File: src/rtl/mxq_pkg.sv
// ============================================================================
// mxq_pkg
// Shared types and constants for the min-extract queue.
// ============================================================================
`default_nettype none

package mxq_pkg;

    localparam int unsigned DATA_W       = 32;
    localparam int unsigned CMD_W        = 2;
    localparam int unsigned CAPACITY_DEF = 16;

    // Command codes
    localparam logic [CMD_W-1:0] CMD_INSERT = 2'd0;
    localparam logic [CMD_W-1:0] CMD_PEEK   = 2'd1;
    localparam logic [CMD_W-1:0] CMD_REMOVE = 2'd2;

    // Status codes
    localparam logic STATUS_OK  = 1'b0;
    localparam logic STATUS_ERR = 1'b1;

    // Sequencer states, one-hot
    typedef enum logic [4:0] {
        ST_IDLE  = 5'b00001,
        ST_PEEK  = 5'b00010,
        ST_SCAN  = 5'b00100,
        ST_SH_RD = 5'b01000,
        ST_SH_WR = 5'b10000
    } t_state;

endpackage

`default_nettype wire

File: src/rtl/min_extract_queue.sv
// ============================================================================
// min_extract_queue
// Bounded store of signed words in arrival order with insert, peek-oldest and
// remove-minimum commands, run by a small sequencer over one RAM.
// ============================================================================
//
//  channel   | signals                                   | transfer
//  ----------+-------------------------------------------+---------------------------
//  command   | start, busy, i_cmd, i_value               | start && !busy at clk edge
//  result    | o_strobe, o_status, o_result_value,       | one cycle while o_strobe
//            | o_fill_count                              |
//
//  Insert and every error answer: the result strobes the cycle after the
//  transaction and busy stays low. Peek takes the RAM read of the oldest
//  entry in ST_PEEK, then registers the result. Remove runs a scan of one
//  RAM read per entry through the shared signed comparator, then a compaction
//  that moves one entry per ST_SH_RD/ST_SH_WR pair through the single RAM port pair.
//  Reset clears the fill count and the sequencer; the RAM needs no clearing,
//  since only entries below the fill count are ever used.
//  The receiver cannot stall: each result is shown for exactly one cycle.
// ============================================================================
`default_nettype none

module min_extract_queue #(
    parameter int unsigned CAPACITY = mxq_pkg::CAPACITY_DEF,
    localparam int unsigned AW      = (CAPACITY > 1) ? $clog2(CAPACITY) : 1,
    localparam int unsigned CW      = $clog2(CAPACITY + 1)
) (
    input  wire logic                              i_clk,
    input  wire logic                              i_rst_n,
    // command channel
    input  wire logic                              start,
    output logic                                   busy,
    input  wire logic [mxq_pkg::CMD_W-1:0]         i_cmd,
    input  wire logic signed [mxq_pkg::DATA_W-1:0] i_value,
    // result channel
    output logic                                   o_strobe,
    output logic                                   o_status,
    output logic signed [mxq_pkg::DATA_W-1:0]      o_result_value,
    output logic [CW-1:0]                          o_fill_count
);

    localparam logic [CW-1:0] CAP_CNT = CW'(CAPACITY);

    mxq_pkg::t_state r_state, n_state;

    logic [CW-1:0]                 r_count, n_count;
    logic [AW-1:0]                 r_idx, n_idx;    // scan index / compaction destination
    logic [AW-1:0]                 r_pos, n_pos;    // index of current minimum
    logic [mxq_pkg::DATA_W-1:0]    r_min, n_min;    // current minimum
    logic                          r_strobe, n_strobe;
    logic                          r_status, n_status;
    logic [mxq_pkg::DATA_W-1:0]    r_value, n_value;

    // RAM port signals
    logic                          ram_we;
    logic [AW-1:0]                 ram_waddr;
    logic [mxq_pkg::DATA_W-1:0]    ram_wdata;
    logic [AW-1:0]                 ram_raddr;
    logic [mxq_pkg::DATA_W-1:0]    ram_rdata;

    // Shared compare unit: running minimum including the word now read.
    logic [CW-1:0]                 last;
    logic                          take_new;
    logic [mxq_pkg::DATA_W-1:0]    min_now;
    logic [AW-1:0]                 pos_now;

    assign last     = r_count - 1'b1;
    assign take_new = (r_idx == '0) || ($signed(ram_rdata) < $signed(r_min));
    assign min_now  = take_new ? ram_rdata : r_min;
    assign pos_now  = take_new ? r_idx : r_pos;

    mxq_ram #(
        .WIDTH (mxq_pkg::DATA_W),
        .DEPTH (CAPACITY)
    ) u_ram (
        .i_clk   (i_clk),
        .i_we    (ram_we),
        .i_waddr (ram_waddr),
        .i_wdata (ram_wdata),
        .i_raddr (ram_raddr),
        .o_rdata (ram_rdata)
    );

    always_comb begin
        n_state   = r_state;
        n_count   = r_count;
        n_idx     = r_idx;
        n_pos     = r_pos;
        n_min     = r_min;
        n_strobe  = 1'b0;
        n_status  = r_status;
        n_value   = r_value;
        ram_we    = 1'b0;
        ram_waddr = r_idx;
        ram_wdata = ram_rdata;
        ram_raddr = AW'(r_idx + 1'b1);

        case (r_state)
            mxq_pkg::ST_IDLE: begin
                ram_raddr = '0;     // oldest entry, for peek and for the scan start
                if (start) begin
                    case (i_cmd)
                        mxq_pkg::CMD_INSERT: begin
                            n_strobe = 1'b1;
                            n_value  = '0;
                            if (r_count >= CAP_CNT) begin
                                n_status = mxq_pkg::STATUS_ERR;
                            end else begin
                                ram_we    = 1'b1;
                                ram_waddr = AW'(r_count);
                                ram_wdata = i_value;
                                n_count   = r_count + 1'b1;
                                n_status  = mxq_pkg::STATUS_OK;
                            end
                        end
                        mxq_pkg::CMD_PEEK: begin
                            if (r_count == '0) begin
                                n_strobe = 1'b1;
                                n_status = mxq_pkg::STATUS_ERR;
                                n_value  = '0;
                            end else begin
                                n_state = mxq_pkg::ST_PEEK;
                            end
                        end
                        mxq_pkg::CMD_REMOVE: begin
                            if (r_count == '0) begin
                                n_strobe = 1'b1;
                                n_status = mxq_pkg::STATUS_ERR;
                                n_value  = '0;
                            end else begin
                                n_idx   = '0;
                                n_state = mxq_pkg::ST_SCAN;
                            end
                        end
                        default: begin
                            n_strobe = 1'b1;
                            n_status = mxq_pkg::STATUS_ERR;
                            n_value  = '0;
                        end
                    endcase
                end
            end

            mxq_pkg::ST_PEEK: begin
                n_strobe = 1'b1;
                n_status = mxq_pkg::STATUS_OK;
                n_value  = ram_rdata;
                n_state  = mxq_pkg::ST_IDLE;
            end

            mxq_pkg::ST_SCAN: begin
                // ram_rdata holds entry r_idx; the next address is already issued
                n_min = min_now;
                n_pos = pos_now;
                if (CW'(r_idx) == last) begin
                    if (CW'(pos_now) == last) begin
                        // minimum is the newest entry: nothing to compact
                        n_strobe = 1'b1;
                        n_status = mxq_pkg::STATUS_OK;
                        n_value  = min_now;
                        n_count  = last;
                        n_state  = mxq_pkg::ST_IDLE;
                    end else begin
                        n_idx   = pos_now;
                        n_state = mxq_pkg::ST_SH_RD;
                    end
                end else begin
                    n_idx = AW'(r_idx + 1'b1);
                end
            end

            mxq_pkg::ST_SH_RD: begin
                // read entry r_idx+1 (default read address)
                n_state = mxq_pkg::ST_SH_WR;
            end

            mxq_pkg::ST_SH_WR: begin
                ram_we    = 1'b1;
                ram_waddr = r_idx;
                ram_wdata = ram_rdata;
                if ((CW'(r_idx) + 1'b1) == last) begin
                    n_strobe = 1'b1;
                    n_status = mxq_pkg::STATUS_OK;
                    n_value  = r_min;
                    n_count  = last;
                    n_state  = mxq_pkg::ST_IDLE;
                end else begin
                    n_idx   = AW'(r_idx + 1'b1);
                    n_state = mxq_pkg::ST_SH_RD;
                end
            end

            default: begin
                n_state = mxq_pkg::ST_IDLE;
            end
        endcase
    end

    // control state
    always_ff @(posedge i_clk) begin
        if (!i_rst_n) begin
            r_state  <= mxq_pkg::ST_IDLE;
            r_count  <= '0;
            r_strobe <= 1'b0;
        end else begin
            r_state  <= n_state;
            r_count  <= n_count;
            r_strobe <= n_strobe;
        end
    end

    // payload and scan registers
    always_ff @(posedge i_clk) begin
        r_idx    <= n_idx;
        r_pos    <= n_pos;
        r_min    <= n_min;
        r_status <= n_status;
        r_value  <= n_value;
    end

    assign busy           = (r_state != mxq_pkg::ST_IDLE);
    assign o_strobe       = r_strobe;
    assign o_status       = r_status;
    assign o_result_value = r_value;
    assign o_fill_count   = r_count;

endmodule

`default_nettype wire

File: src/rtl/mxq_ram.sv
// ============================================================================
// mxq_ram
// Generic simple dual-port RAM: one write port, one read port, registered read.
// ============================================================================
`default_nettype none

module mxq_ram #(
    parameter int unsigned WIDTH = 32,
    parameter int unsigned DEPTH = 16,
    localparam int unsigned AW   = (DEPTH > 1) ? $clog2(DEPTH) : 1
) (
    input  wire logic             i_clk,
    input  wire logic             i_we,
    input  wire logic [AW-1:0]    i_waddr,
    input  wire logic [WIDTH-1:0] i_wdata,
    input  wire logic [AW-1:0]    i_raddr,
    output logic      [WIDTH-1:0] o_rdata
);

    logic [WIDTH-1:0] r_mem [DEPTH];

    always_ff @(posedge i_clk) begin
        if (i_we) begin
            r_mem[i_waddr] <= i_wdata;
        end
        o_rdata <= r_mem[i_raddr];
    end

endmodule

`default_nettype wire

File: config.mk
export PLATFORM = sky130hd
export DESIGN_NAME = min_extract_queue
export DESIGN_NICKNAME = d
export VERILOG_FILES = /design/src/rtl/mxq_pkg.sv /design/src/rtl/min_extract_queue.sv /design/src/rtl/mxq_ram.sv
export SDC_FILE = /design/constraint.sdc
export NUM_CORES = 1
export LEC_CHECK = 0
export ABC_CLOCK_PERIOD_IN_PS = 6500
export BUFFER_PORTS_ARGS = -buffer_cell sky130_fd_sc_hd__clkbuf_2
export CORE_AREA = 2 2 278 280
export CTS_CLUSTER_DIAMETER = 150
export DETAILED_ROUTE_END_ITERATION = 12
export DIE_AREA = 0 0 280 282
export HOLD_SLACK_MARGIN = 0.08
export SYNTH_ARGS = -nofsm -noshare
export SYNTH_HDL_FRONTEND = slang
export SYNTH_SLANG_ARGS = --single-unit
File: constraint.sdc
create_clock -name i_clk -period 6.5 [get_ports i_clk]
set_clock_uncertainty 0.15 [all_clocks]
set_input_delay 1.3 -clock i_clk [delete_from_list [all_inputs] [get_ports i_clk]]
set_output_delay 1.3 -clock i_clk [all_outputs]
set_load 0.01 [all_outputs]
* Word level (Yosys, flattened, before mapping)
Memories as Yosys holds them, arrays and structs flattened. A register that Yosys moved wholly into a read port is not among the register bits.
Index checks and enable logic that the tools add are counted.
W data, S select, Z words.
** Word-level totals
- Register bits after elaboration :: 84
- Bits in latches :: 0
- RAM bits :: 512
- ROM bits :: 0
- Input bits :: 37
- Output and inout port bits :: 40
- Logic and storage cells :: 112
- Memories kept :: 1
** Operators by class
- Add/sub/neg operators :: 4
- $mul :: 0
- Div/mod/pow operators :: 0
- $lt $le $gt $ge :: 2
- Equality and inequality tests :: 25
- Shift-type cells :: 0
- Mux-type cells :: 61
- Bitwise logic cells :: 0
- Reduce and logical (&&, ||, !) cells :: 11
** Memories
- u_ram.r_mem :: depth 16, width 32, read ports 1, clocked after memory_dff 1, wr ports 1, RTL line mxq_ram.sv:20 : logic [WIDTH-1:0] r_mem [DEPTH];
** Operator list (count)
- $mux W32 :: 11
- $pmux W32 S4 :: 1
- $mux W4 :: 14
- $mux W5 :: 10
- $lt A32 B32 Y1 :: 1
- $pmux W5 S4 :: 1
- $mux W1 :: 17
- $pmux W5 S3 :: 1
- $ne A2 B2 Y1 const B :: 7
- $ne A3 B3 Y1 const B :: 4
- $pmux W4 S3 :: 1
- $reduce_and A6 Y1 :: 2
- $eq A4 B5 Y1 :: 2
- $pmux W5 S2 :: 1
- $pmux W1 S4 :: 2
- $reduce_and A7 Y1 :: 1
- $add A4 B1 Y5 const B :: 1
- $add A5 B1 Y5 const B :: 1
- $eq A5 B1 Y1 const B :: 1
- $eq A5 B2 Y1 const B :: 1
- $eq A5 B3 Y1 const B :: 1
- $eq A5 B4 Y1 const B :: 1
- $eq A5 B5 Y1 :: 1
- $eq A5 B5 Y1 const B :: 1
- other kinds (17) :: 19

* Longest topological paths before layout
Gate-level depths: netlist of the first run.
- Depth in word-level cells :: 7
- Mapped depth :: 14
- Mapped depth without buffers :: 13

* Hierarchy
From an unflattened synthesis of the first run, not the netlist that was laid out.
** Unflattened totals
- Cell total of the unflattened synthesis :: 1330
- Area, all modules :: 25318.0 µm²
** Modules (own cells, without submodules)
- mxq_ram :: times used 1, cells an instance 838, area an instance 19835.3 µm², sequential area each 16015.4 µm²
- min_extract_queue :: times used 1, cells an instance 492, area an instance 5482.8 µm², sequential area each 2412.3 µm²

* Worst setup path after synthesis of the first run
No wires, ideal clock.
- Path type :: input to register
- Start point :: in i_cmd[0] (netlist bit)
- End point :: mem u_ram.r_mem[12][0], enable pin
- Data arrival time :: 3758 ps
- Required time :: 5929 ps
- Path slack :: 2171 ps
- Stages :: 8
- Buffers on the path :: 1
- Cell sequence :: inv_1 -> ha_1 -> nor2b_1 -> nand3_1 -> clkbuf_1 -> nor3_1 -> a31oi_1 -> nor2_1
** Between the ends
- Cells in the longest elaborated chain, start to end :: 6
- Elaborated cells between the ends (all ways) :: 9
** Ends and longest elaborated chain
- start, declared :: RTL line min_extract_queue.sv:34 : input wire logic [mxq_pkg::CMD_W-1:0] i_cmd,
- $logic_not A2 Y1 * :: RTL line min_extract_queue.sv:103 : case (i_cmd)
- $mux W1 :: RTL line min_extract_queue.sv:103
- $mux W1 :: RTL line min_extract_queue.sv:102 : if (start) begin
- $pmux W1 S2 :: RTL line min_extract_queue.sv:99 : case (r_state)
- $mux W1 :: RTL line mxq_ram.sv:23 : if (i_we) begin
- $mux W1 (implied by the code) :: RTL line mxq_ram.sv:24 : r_mem[i_waddr] <= i_wdata;
- end, declared :: RTL line mxq_ram.sv:20
Mark *: on every way between the ends. The rest lies on a longest branch, timed or not.

* Final worst setup path of the first run
- Start point :: reg r_state[4]
- End point :: out busy
** Between the ends
- Cells in the longest elaborated chain, start to end :: 1
** Ends and longest elaborated chain
- start, declared :: RTL line min_extract_queue.sv:45 : mxq_pkg::t_state r_state, n_state;
- start signal, assigned :: RTL line min_extract_queue.sv:203 : r_state <= mxq_pkg::ST_IDLE;
- start signal, assigned :: RTL line min_extract_queue.sv:207 : r_state <= n_state;
- $ne A5 B1 Y1 :: RTL line min_extract_queue.sv:222 : assign busy = (r_state != mxq_pkg::ST_IDLE);
- end, declared :: RTL line min_extract_queue.sv:33 : output logic busy,
Every way passes these cells.

==> impl_results.md, run 1 <==
* Final setup violation count at 0
* Final min period at 4430 ps
* CP max stage cell: nor2_1
* Mapped Avg Cell Area at 14.6 µm²
* CP peak stage delay at 690 ps
* Syn_nets at 1884
* Post-placement cell count at roughly 2800
* Number of synthesized flops with an enable pin at 585
* Status: completed
* FILL cells at 6861
* Non-Filler Instances at 2881
* Critical path class: reg -> out
* Commonest non-fill, non-tap cell in the layout: edfxtp_1
* Cells after Synth at 1809
* Vias at 15500
* Area grow syn2layout at 13.5%
* Drt total wl at 64.9 mm
* Synth Flop Type: edfxtp_1
* WP data arrival at 2980 ps
* Starting Density at 34.8%
* Full die area at ~80000 µm²
* Commonest non-fill, non-tap cells in the layout: edfxtp_1, nand2_1, o21ai_0
* Core area at 75700 µm²
* Fraction of layout cells with a size suffix above 1 at 18.3%
* Rows at 101
* Antenna violations before repair at 6
* DRT iter0 DRCs at 1505
* Via/cell ratio at approximately 5.4
* Critical-path cell list: nor3_1 -> nand2_1 -> nor2_1 -> inv_4 -> clkbuf_2
* Crit Path Max Fanout at 71
* Max Cap Violations at 0
* Hold WS at 409 ps
* Seq/Total Area, Yosys at between 60 and 70%
* Placed wire-length estimate at 41.2 mm
* Num CTS Buffers at 66
* Largest net degree at the start of global routing at 136
* Post-DRT Antenna Nets at 0
* Dpl ws at ~1900 ps
* CTS Root Cell: clkbuf_16
* Cells resized by post-CTS repair at 0
* First-pass GRT wire length at 97.0 mm
* GR Util All Layers at 16.4%
* CTS H-Tree Depth at 3
* I/O pin count at 77
* GRT overflow at 0
* CP startpoint kind: flop
* Least-Margin Pin Slew at 1160 ps
* Max_slew headroom at 22.7%
* DRT Pass-1 Iters at 5
* Skew-Pair Late Insertion Delay at 600 ps
* Min setup slack post-route at around 2100 ps
* Static Leak at 10.3 nW
* Met1 usage at 24.7%
* Top Usage Layer GRT: met1
* RSZ-0062 raised after global routing: false
* # Post-CTS Setup Buffers at 0
* #FFs+latches synth at 628
* Number of synthesis warnings at 0
* F_max at 226 MHz
* Post-synthesis instance area at 26400 µm²
* DIE HEIGHT at 282 µm
* Worst min-delay path category: reg -> reg
* Fin crit share at around two thirds
* TritonCTS clock tree: yes
* Buf/Inv on CP at 2
* PwrDens at between 300 and 400 nW/µm²
* Routed WL per cell at roughly 23 µm
* Largest delay contributor family on the critical path: simple AND/OR/NAND/NOR gates
* Global Route met2 Usage at 23.9%
* Worst setup EP type: output port
* Reg clk slew, reported paths at 60 ps
* IO Port Bufs at 76
* Slew Viols, Final at 0
* CTS Buffer Depth at 3
* Chip width at 280 µm
* Drc violations at 0
* Number of diodes at 0
* Gpl congestion at 0.849
* Worst ir drop on vdd at 0.193 mV
* Ys async rst share at 0%
* Clock sink total at 628
* Req. time, crit path at 5050 ps
* Post-CTS Hold Fix Bufs at 0
* Final hold viol count at 0
* Fin nets at about 1900
* Grt met3 use at 3.11%
* Distinct cell type count after synthesis at 58
* Vias in the first global route at 14900
* Setup TNS at 0 ps
* Final Util at 39.5%
==> cell families after synthesis <==
logic type | synth area share, %
DFF | 69.9
and+or+nand+nor | 7.62
AOI/OAI and AO/OA | 8.10
muxes | 9.55
buffers and inverters | 2.44
adders and majority gates | 1.80
xor gates and xnor gates | 0.598
==> synthesized netlist by cell type, types with 3 or more instances <==
cell type	number	area share, %
inv_1	48	0.68
nor3_1	14	0.27
nand4_1	3	0.071
nand3_1	72	1.4
o22ai_1	3	0.071
mux4_2	32	2.7
nor3b_1	4	0.11
nand2b_1	6	0.14
clkbuf_1	91	1.3
nor2_1	45	0.64
mux2_2	97	4.1
a211oi_1	66	1.9
buf_1	18	0.26
o211ai_1	5	0.14
nor2b_1	5	0.12
a31oi_1	70	1.7
ha_1	38	1.8
mux2i_1	69	2.6
edfxtp_1	585	67
or2_2	3	0.071
a22o_1	32	1.1
a21oi_1	26	0.49
dfxtp_1	43	3.3
xnor2_1	13	0.43
nand2_1	195	2.8
o21ai_0	113	2.1
and3_1	66	1.6
xor2_1	5	0.17
buf_2	7	0.13
==> area by class of cell <==
cell class | count | area, µm² | share of cell area, %
clock buffers | 92 | 1840 | 6.16
clock inverters | 27 | 246 | 0.824
inverters | 50 | 190 | 0.636
multi-input cells | 1014 | 7480 | 25.0
flip-flops and latches | 628 | 18400 | 61.6
well taps | 978 | 1220 | 4.09
repair buffers | 92 | 513 | 1.71
==> metrics by stage <==
step / instance area, µm² / total power [mW]
6_report: 29900 / 11.5
5_1_grt: 29900 / 12.0
4_1_cts: 29900 / 11.6
3_5_place_dp: 27800 / 7.91
3_3_place_gp: 27800 / 7.83
2_1_floorplan: 26400 / 6.85
==> state kept, by name, indices dropped and copies added (netlist names), 4 cells and up <==
name            flops
u_ram.r_mem       512
o_fill_count        5
r_state             5
r_min              32
u_ram.o_rdata      32
r_idx               4
r_pos               4
o_result_value     32
==> power breakdown <==
part / leakage (nW) / internal [mW] / switching (mW) / total [mW]
sequential: 5.66 / 5.12 / 0.261 / 5.38
combinational: 3.65 / 0.719 / 1.74 / 2.46
clock: 1.01 / 2.15 / 1.51 / 3.66
==> layer usage <==
metal,vias to the layer above,share of wire (%)
met3,80,7.6
met5,-,0
met1,7874,47
li1,7033,-
met2,543,43
met4,0,2.2
==> worst reg2reg max path, delay by kind of cell, from the launching register on <==
kind / cells / cell delay, ps
AND/OR/NAND/NOR: 4 / 2160
buffers and inverters: 2 / 1090
flip-flops: 1 / 370
AO/OA/AOI/OAI: 2 / 320
multiplexers: 1 / 270
==> final timing paths <==
check | from | endpoint | slack (ps) | cells past startpoint
worst max-delay path | r_state[4]$_SDFFE_PN0P_ | busy | 2070 | 5
worst min-delay path | o_fill_count[4]$_SDFFE_PN0P_ | o_fill_count[4]$_SDFFE_PN0P_ | 410 | 2
worst max register to register | r_state[4]$_SDFFE_PN0P_ | u_ram.o_rdata[25]$_DFF_P_ | 2080 | 9
worst min register to register | o_fill_count[4]$_SDFFE_PN0P_ | o_fill_count[4]$_SDFFE_PN0P_ | 410 | 2
Power figures use the tool's default switching activity.
==> run 2: changes to the inputs <==
Settings changed: ABC_AREA from default to 1, ABC_CLOCK_PERIOD_IN_PS 6500 to 4200, CORE_AREA 2 2 278 280 to 2 2 276 278, DIE_AREA 0 0 280 282 to 0 0 278 280.
Clock period 6.5 ns to 4.2 ns, I/O delays scaled along.
==> run 2 against run 1 <==
Against the previous run:
- critical path depth grew 9
- sequential share of layout area fell by 0.23 points
- sequential power up 65%
- worst hold slack got worse by 58 ps
- largest cell class unchanged
- highest routed layer unchanged
- largest power group is now combinational cells
==> impl_results.md, run 2 <==
* Full die area at 77800 µm²
* Drc violations at 0
* Via/cell ratio at 5.42
* FILL cells at 6934
* Syn_nets at 2180
* CTS Buffer Depth at 3
* First-pass GRT wire length at approximately 110 mm
* Number of diodes at 0
* Antenna violations before repair at 3
* Setup TNS at 0 ps
* Num CTS Buffers at 58
* Max reg flops at around 510
* Simple-Gate Fraction of Synth Area at 14.7%
* DIE HEIGHT at 280 µm
* Post-CTS Hold Fix Bufs at 0
* DRT Pass-1 Iters at 8
* Commonest non-fill, non-tap cells in the layout: edfxtp_1, nor2_1, nand2_1
* F_max at 284 MHz
* Req. time, crit path at ~4400 ps
* Final setup violation count at 0
* Number of synthesized flops with an enable pin at ~600
* Final hold viol count at 0
* DRT iter0 DRCs at 1717
* Critical path class: reg -> reg
* Largest family of logic cells by synthesized area: simple AND/OR/NAND/NOR gates
* Fin nets at 2249
* Max Cap Violations at 0
* Worst setup EP type: flop
* CTS H-Tree Depth at 2
* Distinct cell type count after synthesis at 39
* Post-synthesis instance area at 26000 µm²
* Rows at 101
* Clock Power Share at 23.5%
* I/O pin count at 77
* Slew Viols, Final at 0
* Skew-Pair Late Insertion Delay at roughly 640 ps
* Reg clk slew, reported paths at 70 ps
* Seq/Total Area, Yosys at between 70% and 80%
* Register share of total power at 37.6%
* Xor/xnor cell area share of the yosys netlist at 0.399%
* Net Sw Power at 9.10 mW
* Sw frac at 38.6%
* Worst min-delay path category: in -> reg
* Register area at 18400 µm²
* PwrDens at between 700 and 800 nW/µm²
* Cell with the most instances after synthesis: edfxtp_1
* GRT overflow at 0
* Starting Density at 34.6%
* CP startpoint kind: flop
* Comb power frac at 38.8%
* Largest cells by area after synthesis: edfxtp_1, o221ai_1, nor2_1, nor3_1, dfxtp_1
* Final min period at between 3000 and 4000 ps
* Drt total wl at ~70 mm
* Largest reg by FF count: u_ram.r_mem
* TritonCTS clock tree: yes
* Yosys top cell by area: edfxtp_1
* Max_slew headroom at under 10%
* Least-Margin Pin Slew at 1390 ps
* Number of synthesis warnings at 0
* WP data arrival at approximately 3700 ps
* Worst ir drop on vdd at 0.490 mV
* # Post-CTS Setup Buffers at 0
* Core area at 75200 µm²
* Post-DRT Antenna Nets at 0
* Area grow syn2layout at 15.5%
* Clock sink total at ~630
* Static Leak at 10.4 nW
* Yosys top cell area share at 67.5%
* Cells after Synth at 2105
* Largest net degree at the start of global routing at 129
* Compound-cell area share of the yosys netlist at 8.09%
* CTS Root Cell: clkbuf_16
* Vias in the first global route at approximately 17000
* GR Util All Layers at 17.8%
* Gpl congestion at between 0.8 and 0.9
* Placed wire-length estimate at 39.6 mm
* Ys async rst share at 0%
* Synth Flop Type: edfxtp_1
* Final Util at 39.9%
* Area occupied by multi-input gates at about 6800 µm²
* #FFs+latches synth at 628
* RSZ-0062 raised after global routing: false
* Internal power at 14.5 mW
* Post-synthesis mux area share at less than 1%
* Commonest non-fill, non-tap cell in the layout: edfxtp_1
* Status: completed
* Cells resized by post-CTS repair at 0
* Fraction of layout cells with a size suffix above 1 at 13.2%
* Chip width at roughly 280 µm
* Commonest cells post-synth: edfxtp_1, nor2_1, nand2_1, nor3_1, o221ai_1
* Mapped Avg Cell Area at 12.4 µm²
* Fin crit share at 83.8%
* IO Port Bufs at 76
* Power Total at 23.6 mW
* Crit Path Max Fanout at 33
* Vias at 17300
* Adder-Cell Fraction of Synth Area at 1.83%
* Routed WL per cell at 21.8 µm
==> run 2: cell count changes after synthesis, sizes merged, moves of 68 or more <==
cell    change
a31oi      -68
mux2       -89
nor3      +184
a211oi     -68
inv        +70
o221ai    +151
nor2      +296
mux2i      -70
==> run 2: power groups by stage <==
stage          clock (mW)  combinational (mW)  sequential (mW)
2_1_floorplan           0                5.91             8.93
3_3_place_gp            0                9.00             8.98
3_5_place_dp            0                9.14             8.99
4_1_cts              5.63                9.18             8.86
5_1_grt              5.85                10.1             8.92
6_report             5.55                9.16             8.87
==> run 2: area by class of cell <==
cell class / instances / share of cell area [%]
Timing Repair Buffer: 139 / 3.72
Sequential cell: 628 / 61.4
Inverter: 122 / 1.56
Clock buffer: 80 / 5.51
Tap cell: 978 / 4.07
Clock inverter: 30 / 1.26
Multi-Input combinational cell: 1225 / 22.5
==> run 2: layer usage <==
metal,part of all wire [%],global-route usage (%),up-vias
met5,0,0,-
met4,3.6,6.97,0
met3,6.9,2.78,147
met2,48,29.9,705
met1,41,23.2,8577
li1,-,-,7911
==> run 2: path summary, 6_finish.rpt <==
| check | from | end | slack, ps | cells after the start |
|---|---|---|---|---|
| setup reg to reg | o_fill_count[0]$_SDFFE_PN0P_ | o_result_value[9]$_DFFE_PP_ | 680 | 14 |
| hold reg to reg | r_state[2]$_SDFFE_PN0P_ | r_state[4]$_SDFFE_PN0P_ | 460 | 3 |
| hold / removal | i_rst_n | r_state[0]$_SDFFE_PN1P_ | 350 | 2 |
| setup / recovery | o_fill_count[0]$_SDFFE_PN0P_ | o_result_value[9]$_DFFE_PP_ | 680 | 14 |
==> run 2: critical path, cell delays in order (launching register included) <==
cell      delay, ps
dfxtp_1         560
inv_1           170
ha_1            260
xnor2_1         350
inv_2           110
nand2_1          90
nand3_1          60
a21oi_1         110
o21ai_1          80
nor3_1          220
or2_1           320
a21boi_1        250
nand3_1         120
inv_1           110
buf_12          210
==> run 2: cell families (layout without fill, tap and decap cells) <==
group | after synthesis | count (layout)
adders and majority gates | 38 | 38
and+or+nand+nor | 877 | 877
AOI/OAI and AO/OA | 291 | 291
DFF | 628 | 628
xor gates and xnor gates | 11 | 11
buffers and inverters | 252 | 371
muxes | 8 | 8
==> run 2: per-stage QoR <==
step / area (µm²) / hold WS (ps) / instances / worst slack, ps
2_1_floorplan: 26000 / 369 / 2105 / 359
3_3_place_gp: 28000 / 418 / 3092 / 615
3_5_place_dp: 28000 / 446 / 3092 / 637
4_1_cts: 30000 / 329 / 3202 / 686
5_1_grt: 30000 / 366 / 3202 / 354
6_report: 30000 / 351 / 3202 / 681
==> run 3: changes to the inputs <==
Settings changed: ABC_CLOCK_PERIOD_IN_PS 4200 to 2950.
Clock period 4.2 ns to 2.95 ns, I/O delays scaled along.
==> run 3 against run 2 <==
Against the previous run:
- the run now ends with negative setup slack left
- die area stayed put
- wire length is 4.8% higher
- fmax is 6.9% higher
- cell count is 5.7% higher
- critical path type unchanged
- critical endpoint is now o_result_value[3]$_DFFE_PP_
- largest cell class unchanged
==> impl_results.md, run 3 (synthesized netlist as in run 2, its figures left out) <==
* Clock sink total at 628
* Register area at 18400 µm²
* Min setup slack post-route at -341 ps
* CP startpoint kind: flop
* Crit Path Max Fanout at 5
* R2R cell count at 20
* Number of diodes at 0
* Chip width at 278 µm
* Commonest non-fill, non-tap cells in the layout: edfxtp_1, nor2_1, nor3_1
* IO Port Bufs at 76
* Skew-Pair Late Insertion Delay at 640 ps
* Max Cap Violations at 0
* Area occupied by multi-input gates at 7250 µm²
* Failing checks: negative setup slack
* Non-Filler Instances at 3385
* Status: complete, but fails checks
* Fraction of layout cells with a size suffix above 1 at 23.1%
* Hold WS at roughly 320 ps
* DIE HEIGHT at between 200 and 300 µm
* Req. time, crit path at around 3100 ps
* Commonest non-fill, non-tap cell in the layout: edfxtp_1
* DRT iter0 DRCs at 2041
* F_max at 304 MHz
* Reg2reg end: o_result_value[3]$_DFFE_PP_
* Rows at ~100
* I/O pin count at 77
* Via/cell ratio at 5.36
* Worst ir drop on vdd at roughly 0.95 mV
* Drc violations at 0
* Drt total wl at between 70 and 80 mm
* CTS Buffer Depth at 3
* FILL cells at ~6700
* DRT Pass-1 Iters at 6
* Antenna violations before repair at 2
* GR Util All Layers at 18.2%
* Core area at 75200 µm²
* Dpl ws at -498 ps
* Max_slew headroom at about 17%
* Critical path class: reg -> reg
* WP data arrival at 3480 ps
* Area grow syn2layout at 24.1%
* Max reg flops at ~500
* Post-route cell area at 32300 µm²
* Vias at 18100
* Placed inst area at 29500 µm²
* Num CTS Buffers at 61
* Starting Density at 34.6%
* PwrDens at 1140 nW/µm²
* CTS H-Tree Depth at 2
* R2r setup slk at -340 ps
* Least-Margin Pin Slew at 1250 ps
* Largest reg by FF count: u_ram.r_mem
* Post-placement cell count at ~3200
* Gpl congestion at 0.874
* Worst Setup SP: r_min[29]$_DFFE_PP_
* Largest net degree at the start of global routing at 131
* Reg2reg start: r_min[29]$_DFFE_PP_
* Vias in the first global route at 17700
* TritonCTS clock tree: yes
* Full die area at between 70000 and 80000 µm²
* Slew Viols, Final at 0
* Hold depth at 5
* Reg clk slew, reported paths at about 60 ps
* Worst min-delay path category: in -> reg
* Fin crit share at 112%
* Worst setup endpoint: o_result_value[3]$_DFFE_PP_
* RSZ-0062 raised after global routing: true
* Final hold viol count at 0
* Routed WL per cell at 21.6 µm
* Static Leak at 11.4 nW
* Final min period at ~3300 ps
* GRT overflow at 0
* Post-DRT Antenna Nets at 0
* Fin nets at approximately 2400
* CTS Root Cell: clkbuf_16
* Final setup violation count at 75
* Placed wire-length estimate at 44.0 mm
* Worst setup EP type: flop
* First-pass GRT wire length at 109 mm
## run 3: cell types whose count changed in the layout (fill, tap and decap cells not counted), moves of 20 or more
cell     before  now
buf_4        42  185
buf_12       21   51
nand2_1     216  191
inv_1       112   92
## run 3: repair_timing
action / 4_1_cts / 5_1_grt
pin swaps: 21 / 47
buffers inserted: 12 / 15
gates resized for setup: 44 / 64
hold buffers: 1 / 0
gates cloned: 6 / 0
setup endpoints to repair: 88 / 324
endpoints found under the hold margin: 1 / 0
## run 3: area by class of cell
type                       instances  share of cell area (%)
clock buffer                      81                    5.15
clock inverter                    33                    1.19
inverter                         122                    1.48
multi-input combinational       1227                    22.5
sequential                       628                    57.1
tap                              978                    3.79
timing repair buffer             316                    8.83
## run 3: layer usage
layer / wire length, µm / global-route usage [%] / part of all wire (%) / vias up
met3: 4920 / 2.33 / 6.7 / 124
met4: 1830 / 4.78 / 2.5 / 0
li1: - / - / - / 8269
met2: 36200 / 31.6 / 50 / 729
met1: 30100 / 24.2 / 41 / 9022
met5: 0 / 0 / 0 / -
## run 3: through the flow
stage,util (%),total power [mW],TNS (ps)
after global placement,39.2,27.4,-27470
final,42.9,36.7,-14590
after floorplan,-,21.2,-80930
after CTS,42.5,36.7,-14080
after detailed placement,39.2,27.6,-47620
after global routing,42.9,38.7,-27630
## run 3: how the worst min path moves through the flow
stage	from	to	slack, ps
2_1_floorplan	r_state[2]$_SDFFE_PN0P_	r_state[4]$_SDFFE_PN0P_	370
3_3_place_gp	o_fill_count[1]$_SDFFE_PN0P_	o_fill_count[1]$_SDFFE_PN0P_	400
3_5_place_dp	o_fill_count[1]$_SDFFE_PN0P_	o_fill_count[1]$_SDFFE_PN0P_	420
4_1_cts	i_cmd[1]	r_state[1]$_SDFFE_PN0P_	270
5_1_grt	i_cmd[1]	r_state[1]$_SDFFE_PN0P_	350
6_report	i_cmd[1]	r_state[1]$_SDFFE_PN0P_	320
## run 3: power breakdown
part | switching, mW | leakage (nW) | internal [mW]
Clock | 3.36 | 1.00 | 4.58
Combinational | 10.4 | 4.74 | 5.87
Sequential | 0.483 | 5.65 | 12.1
Total | 14.2 | 11.4 | 22.5
## run 3: worst max-delay path, stage by stage, from the launching register on
cell        delay, ps
edfxtp_1          360
inv_2              60
ha_4              280
nand2_4            50
nor2_4            150
nand4_4           160
nor2_4            190
nand2_8            90
nand2_4            90
nand2_2            90
nand2_2            90
nand2_1            80
nand3_1           120
nand2_1            90
nor2_4            130
nand3_4            80
a21boi_4          170
nand3_2           110
clkinvlp_4        170
buf_6             150
buf_12            120
